===== src/rtl/tbrc_pkg.sv =====
// shared types and constants for the byte risc core
`timescale 1ns / 1ps

package tbrc_pkg;

    localparam int DATA_W   = 8;
    localparam int ADDR_W   = 16;
    localparam int RIDX_W   = 4;
    localparam int MEM_DEPTH = 65536;
    localparam int RF_DEPTH  = 16;

    // action codes of an input word
    localparam logic [1:0] ACT_WRITE = 2'd0;
    localparam logic [1:0] ACT_READ  = 2'd1;
    localparam logic [1:0] ACT_EXEC  = 2'd2;

    typedef enum logic [3:0] {
        OP_ADD = 4'd0,
        OP_SUB = 4'd1,
        OP_MUL = 4'd2,
        OP_MOD = 4'd3,
        OP_AND = 4'd4,
        OP_NOT = 4'd5,
        OP_OR  = 4'd6,
        OP_XOR = 4'd7,
        OP_SAV = 4'd8,
        OP_LOD = 4'd9,
        OP_COP = 4'd10,
        OP_EQU = 4'd11,
        OP_GRT = 4'd12,
        OP_JMP = 4'd13,
        OP_JIF = 4'd14,
        OP_SET = 4'd15
    } opcode_t;

    typedef enum logic [2:0] {
        MEM_NONE,
        MEM_WR_IN,
        MEM_RD_IN,
        MEM_RD_PC,
        MEM_RD_PC1,
        MEM_RD_PAIR,
        MEM_WR_PAIR,
        MEM_CLR
    } mem_op_t;

    typedef enum logic [3:0] {
        S_CLEAR,
        S_IDLE,
        S_MEMOP,
        S_FETCH0,
        S_FETCH1,
        S_DECODE,
        S_OPREAD,
        S_EXEC,
        S_MOD,
        S_LOAD,
        S_RESP
    } state_t;

    typedef struct packed {
        logic    in_load;
        logic    clr_en;
        mem_op_t mem_op;
        logic    ir0_load;
        logic    dec_load;
        logic    op_load;
        logic    mod_start;
        logic    commit;
        logic    out_load;
    } dp_cmd_t;

    typedef struct packed {
        logic [1:0] act;
        opcode_t    op;
        logic       mod_err;
        logic       mod_done;
        logic       clr_last;
    } dp_status_t;

endpackage


===== src/rtl/tbrc_ctrl.sv =====
// controller state machine sequencing the datapath
`timescale 1ns / 1ps

module tbrc_ctrl (
    input  logic                  aclk,
    input  logic                  aresetn,
    input  logic                  s_valid,
    output logic                  s_ready,
    input  logic [1:0]            s_action,
    output logic                  m_valid,
    input  logic                  m_ready,
    output tbrc_pkg::dp_cmd_t     cmd,
    input  tbrc_pkg::dp_status_t  status
);

    tbrc_pkg::state_t state_reg, state_next;
    logic             m_valid_reg, m_valid_next;

    always_ff @(posedge aclk) begin
        if (!aresetn) begin
            state_reg   <= tbrc_pkg::S_CLEAR;
            m_valid_reg <= 1'b0;
        end else begin
            state_reg   <= state_next;
            m_valid_reg <= m_valid_next;
        end
    end

    always_comb begin
        state_next   = state_reg;
        s_ready      = 1'b0;
        cmd          = '0;
        cmd.mem_op   = tbrc_pkg::MEM_NONE;
        m_valid_next = m_ready ? 1'b0 : m_valid_reg;
        case (state_reg)
            tbrc_pkg::S_CLEAR: begin
                cmd.clr_en = 1'b1;
                cmd.mem_op = tbrc_pkg::MEM_CLR;
                if (status.clr_last) begin
                    state_next = tbrc_pkg::S_IDLE;
                end
            end
            tbrc_pkg::S_IDLE: begin
                s_ready = 1'b1;
                if (s_valid) begin
                    cmd.in_load = 1'b1;
                    if (s_action == tbrc_pkg::ACT_WRITE || s_action == tbrc_pkg::ACT_READ) begin
                        state_next = tbrc_pkg::S_MEMOP;
                    end else if (s_action == tbrc_pkg::ACT_EXEC) begin
                        state_next = tbrc_pkg::S_FETCH0;
                    end else begin
                        state_next = tbrc_pkg::S_RESP;
                    end
                end
            end
            tbrc_pkg::S_MEMOP: begin
                cmd.mem_op = (status.act == tbrc_pkg::ACT_WRITE) ? tbrc_pkg::MEM_WR_IN
                                                                 : tbrc_pkg::MEM_RD_IN;
                state_next = tbrc_pkg::S_RESP;
            end
            tbrc_pkg::S_FETCH0: begin
                cmd.mem_op = tbrc_pkg::MEM_RD_PC;
                state_next = tbrc_pkg::S_FETCH1;
            end
            tbrc_pkg::S_FETCH1: begin
                cmd.mem_op   = tbrc_pkg::MEM_RD_PC1;
                cmd.ir0_load = 1'b1;
                state_next   = tbrc_pkg::S_DECODE;
            end
            tbrc_pkg::S_DECODE: begin
                cmd.dec_load = 1'b1;
                state_next   = tbrc_pkg::S_OPREAD;
            end
            tbrc_pkg::S_OPREAD: begin
                cmd.op_load = 1'b1;
                state_next  = tbrc_pkg::S_EXEC;
            end
            tbrc_pkg::S_EXEC: begin
                if (status.op == tbrc_pkg::OP_MOD && !status.mod_err) begin
                    cmd.mod_start = 1'b1;
                    state_next    = tbrc_pkg::S_MOD;
                end else if (status.op == tbrc_pkg::OP_LOD) begin
                    cmd.mem_op = tbrc_pkg::MEM_RD_PAIR;
                    state_next = tbrc_pkg::S_LOAD;
                end else begin
                    if (status.op == tbrc_pkg::OP_SAV) begin
                        cmd.mem_op = tbrc_pkg::MEM_WR_PAIR;
                    end
                    cmd.commit = 1'b1;
                    state_next = tbrc_pkg::S_RESP;
                end
            end
            tbrc_pkg::S_MOD: begin
                if (status.mod_done) begin
                    cmd.commit = 1'b1;
                    state_next = tbrc_pkg::S_RESP;
                end
            end
            tbrc_pkg::S_LOAD: begin
                cmd.commit = 1'b1;
                state_next = tbrc_pkg::S_RESP;
            end
            tbrc_pkg::S_RESP: begin
                if (!m_valid_reg || m_ready) begin
                    cmd.out_load = 1'b1;
                    m_valid_next = 1'b1;
                    state_next   = tbrc_pkg::S_IDLE;
                end
            end
            default: begin
                state_next = tbrc_pkg::S_IDLE;
            end
        endcase
    end

    assign m_valid = m_valid_reg;

endmodule


===== config.mk =====
export PLATFORM = sky130hd
export DESIGN_NAME = tbrc_ctrl
export DESIGN_NICKNAME = d
export VERILOG_FILES = /design/src/rtl/tbrc_pkg.sv /design/src/rtl/tbrc_ctrl.sv
export SDC_FILE = /design/constraint.sdc
export NUM_CORES = 1
export LEC_CHECK = 0
export BUFFER_PORTS_ARGS = -buffer_cell sky130_fd_sc_hd__buf_2
export CORE_AREA = 2 2 39 41
export CTS_CLUSTER_SIZE = 40
export DETAILED_ROUTE_END_ITERATION = 12
export DIE_AREA = 0 0 41 43
export PLACE_DENSITY = 0.74
export SETUP_SLACK_MARGIN = 0.2
export SLEW_MARGIN = 20
export SYNTH_ARGS = -nofsm -noshare
export SYNTH_HDL_FRONTEND = slang
export SYNTH_SLANG_ARGS = --single-unit

===== constraint.sdc =====
create_clock -name aclk -period 2.15 [get_ports aclk]
set_input_delay 0.215 -clock aclk [delete_from_list [all_inputs] [get_ports aclk]]
set_output_delay 0.215 -clock aclk [all_outputs]
set_load 0.05 [all_outputs]

==> reports/qor.yml <==
status: "finished clean"
largest_reg_flops: 4
design_area_um2: 722
period_share_pct: 84.1
fin_ws_ns: 0.341
fin_nets: 119
synth.distinct_cells: 39
start_util_pct: 40.4
first_pass_iters: 4
drv_cap: 0
ys_warn_count: 0
ys_seq_area_share_pct: 17.9
fin_setup_tns_ns: 0
drv_slew: 0
antenna_found_initial: 0
fp.dieH_um: 43
drt-total-wl_mm: 1.45
power.leakage_nw: 0.312
io_pins: 28
crit_path_end_kind: "primary output"
insertion_delay_ns: 0.25
ant_nets: 0
yosys_register_bits: 5
die_area_um2: 1760
cts-root-buf: "clkbuf_4"
finalHoldViolations: 0
grt_overflow: 0
vias: 674
track_usage_pct: 18.7
coreArea_um2: 1380
worst-setup-path-type: "reg2out"
avgSynthCellArea_um2: 7.36
vdd_drop_max_v: 0.000347
fin_skew_ns: 0.00457
wl_per_cell_um: 12.2
dr.first_iter.drc_count: 29
port_buffers: 27
hold_path_class: "in2reg"
diodes: 0
fillCellCount: 145
die_w_um: 41
post-cts-setup-buffer-count: 0
period_minus_slack_ns: 1.81
grt_max_degree: 21
synthCells: 76
power.density_nw_per_um2: 499
drc: 0
vias_per_cell: 5.66
worstPathMaxFanout: 8
syn_area_um2: 559
grt_pass1_wl_mm: 2.28
cp_data_arrival_time_ns: 1.59
cts_buffers: 3
area_growth_pct: 29.1
syn-num-nets: 91
hold_buffers: 0
place_ws_ns: 0.445
setup_viol: 0
clk_pin_slew_worst_paths_ns: 0.05
cts_tree: "built"
grt_pass1_vias: 554
slew_headroom_pct: 77.5
max_slew.worst_pin.slew_ns: 0.337
final_util_pct: 52.2
gp_congestion: 0.839
cts.htree.levels: 1
clkSinkCount: 5
critPathLaunchType: "flip-flop"
rsz0062_at_grt: "no"
drive_gt1_share_pct: 40.8
hpwlAfterDp_mm: 1.10
cts_max_path_buffers: 2
worstPathRequired_ns: 1.93
rows: 14
max_freq_ghz: 0.553
dpl_cell_area_um2: 691
-- where the power goes --
group | switching, W | internal (W)
Sequential | 0.0000115 | 0.0000969
Combinational | 0.0000954 | 0.0000431
Clock | 0.0000455 | 0.0000677
-- per-layer routing --
layer	wire length, um	vias up	track usage, %	share of wire, %
li1	-	336	-	-
met1	654	307	24.1	45
met2	656	26	27.2	45
met3	109	5	3.14	7.5
met4	34	0	12.0	2.3
met5	0	-	0	0
-- layout make-up --
cell class	instances	area [um^2]	area share, %
clock inverter	1	5.00	0.693
tap	16	20.0	2.77
inverter	2	7.51	1.04
sequential	5	104	14.4
timing repair buffer	28	143	19.8
multi-input combinational	64	420	58.2
clock buffer	3	22.5	3.12
-- Yosys cell counts --
cell type | instances | area share, %
a211oi_2 | 1 | 2.2
a21boi_0 | 2 | 2.7
a21o_1 | 1 | 1.3
a21oi_1 | 5 | 4.5
a221oi_2 | 1 | 2.7
a311oi_1 | 1 | 1.6
a31oi_1 | 2 | 2.2
and2_1 | 1 | 1.1
and3_1 | 1 | 1.1
buf_2 | 1 | 0.89
buf_4 | 2 | 2.7
buf_6 | 2 | 4.0
dfxtp_1 | 5 | 18
inv_1 | 2 | 1.3
mux2i_1 | 1 | 1.8
nand2_1 | 7 | 4.7
nand2_2 | 1 | 1.1
nand2b_1 | 2 | 2.2
nand3_1 | 3 | 2.7
nand3b_1 | 1 | 1.3
nand4_1 | 1 | 1.1
nand4b_1 | 2 | 3.1
nand4bb_1 | 1 | 2.0
nor2_1 | 7 | 4.7
nor2_2 | 1 | 1.1
nor2b_1 | 3 | 3.4
nor3_1 | 1 | 0.89
nor3_2 | 1 | 1.8
nor3b_1 | 3 | 4.0
nor4b_1 | 1 | 1.6
o211a_1 | 1 | 1.8
o211ai_1 | 2 | 2.7
o21a_1 | 1 | 1.3
o21ai_0 | 4 | 3.6
o21ai_1 | 1 | 0.89
o221ai_1 | 1 | 1.6
o22ai_1 | 1 | 1.1
or2_4 | 1 | 1.6
xor2_1 | 1 | 1.6
-- stage by stage --
stage	std cells	power, W	hold WS (ns)
global route	119	0.000383	0.247
CTS	119	0.000362	0.242
floorplan	76	0.000212	0.333
global placement	115	0.000247	0.490
finish	119	0.000360	0.234
detailed placement	115	0.000247	0.500
-- path summary, 6_finish.rpt --
kind | startpoint | end | slack (ns) | depth (start not counted)
worst min register to register | m_valid$_SDFF_PN0_ | m_valid$_SDFF_PN0_ | 0.55 | 2
worst max-delay path | state_reg[2]$_SDFFE_PN0P_ | cmd[0] | 0.34 | 5
worst max register to register | state_reg[2]$_SDFFE_PN0P_ | state_reg[1]$_SDFFE_PN0P_ | 0.73 | 5
worst min-delay path | aresetn | state_reg[3]$_SDFFE_PN0P_ | 0.23 | 2
-- worst max-delay path, cell delays in order (launching register included) --
cell and delay, ns:
dfxtp_1 0.39, buf_4 0.21, nor2_1 0.24, nand3_1 0.13, nor2_1 0.11, buf_2 0.26
-- logic make-up (layout without fill, tap and decap cells) --
family | Yosys count | after routing | share of synthesized area, %
compound gates | 24 | 24 | 30.2
xor+xnor | 1 | 1 | 1.57
buf+inv | 7 | 34 | 8.95
flops | 5 | 5 | 17.9
mux | 1 | 1 | 1.79
simple gates | 38 | 38 | 39.6
-- placed cells by master (no fill, tap or decap), drive strengths merged, types with 2 or more instances in the layout --
cell / instances
nor2b: 3
o211ai: 2
nand4b: 2
nand3: 3
clkbuf: 3
nand2b: 2
dfxtp: 5
a21oi: 5
o21ai: 5
a31oi: 2
nor3b: 3
nor3: 2
nor2: 8
inv: 2
buf: 28
a21boi: 2
nand2: 8
-- what timing repair did --
action                                  4_1_cts  5_1_grt
gates resized for setup                       1        2
endpoints found under the setup margin        2        3
hold endpoints to repair                      0        0
(Power assumes the default switching activity.)
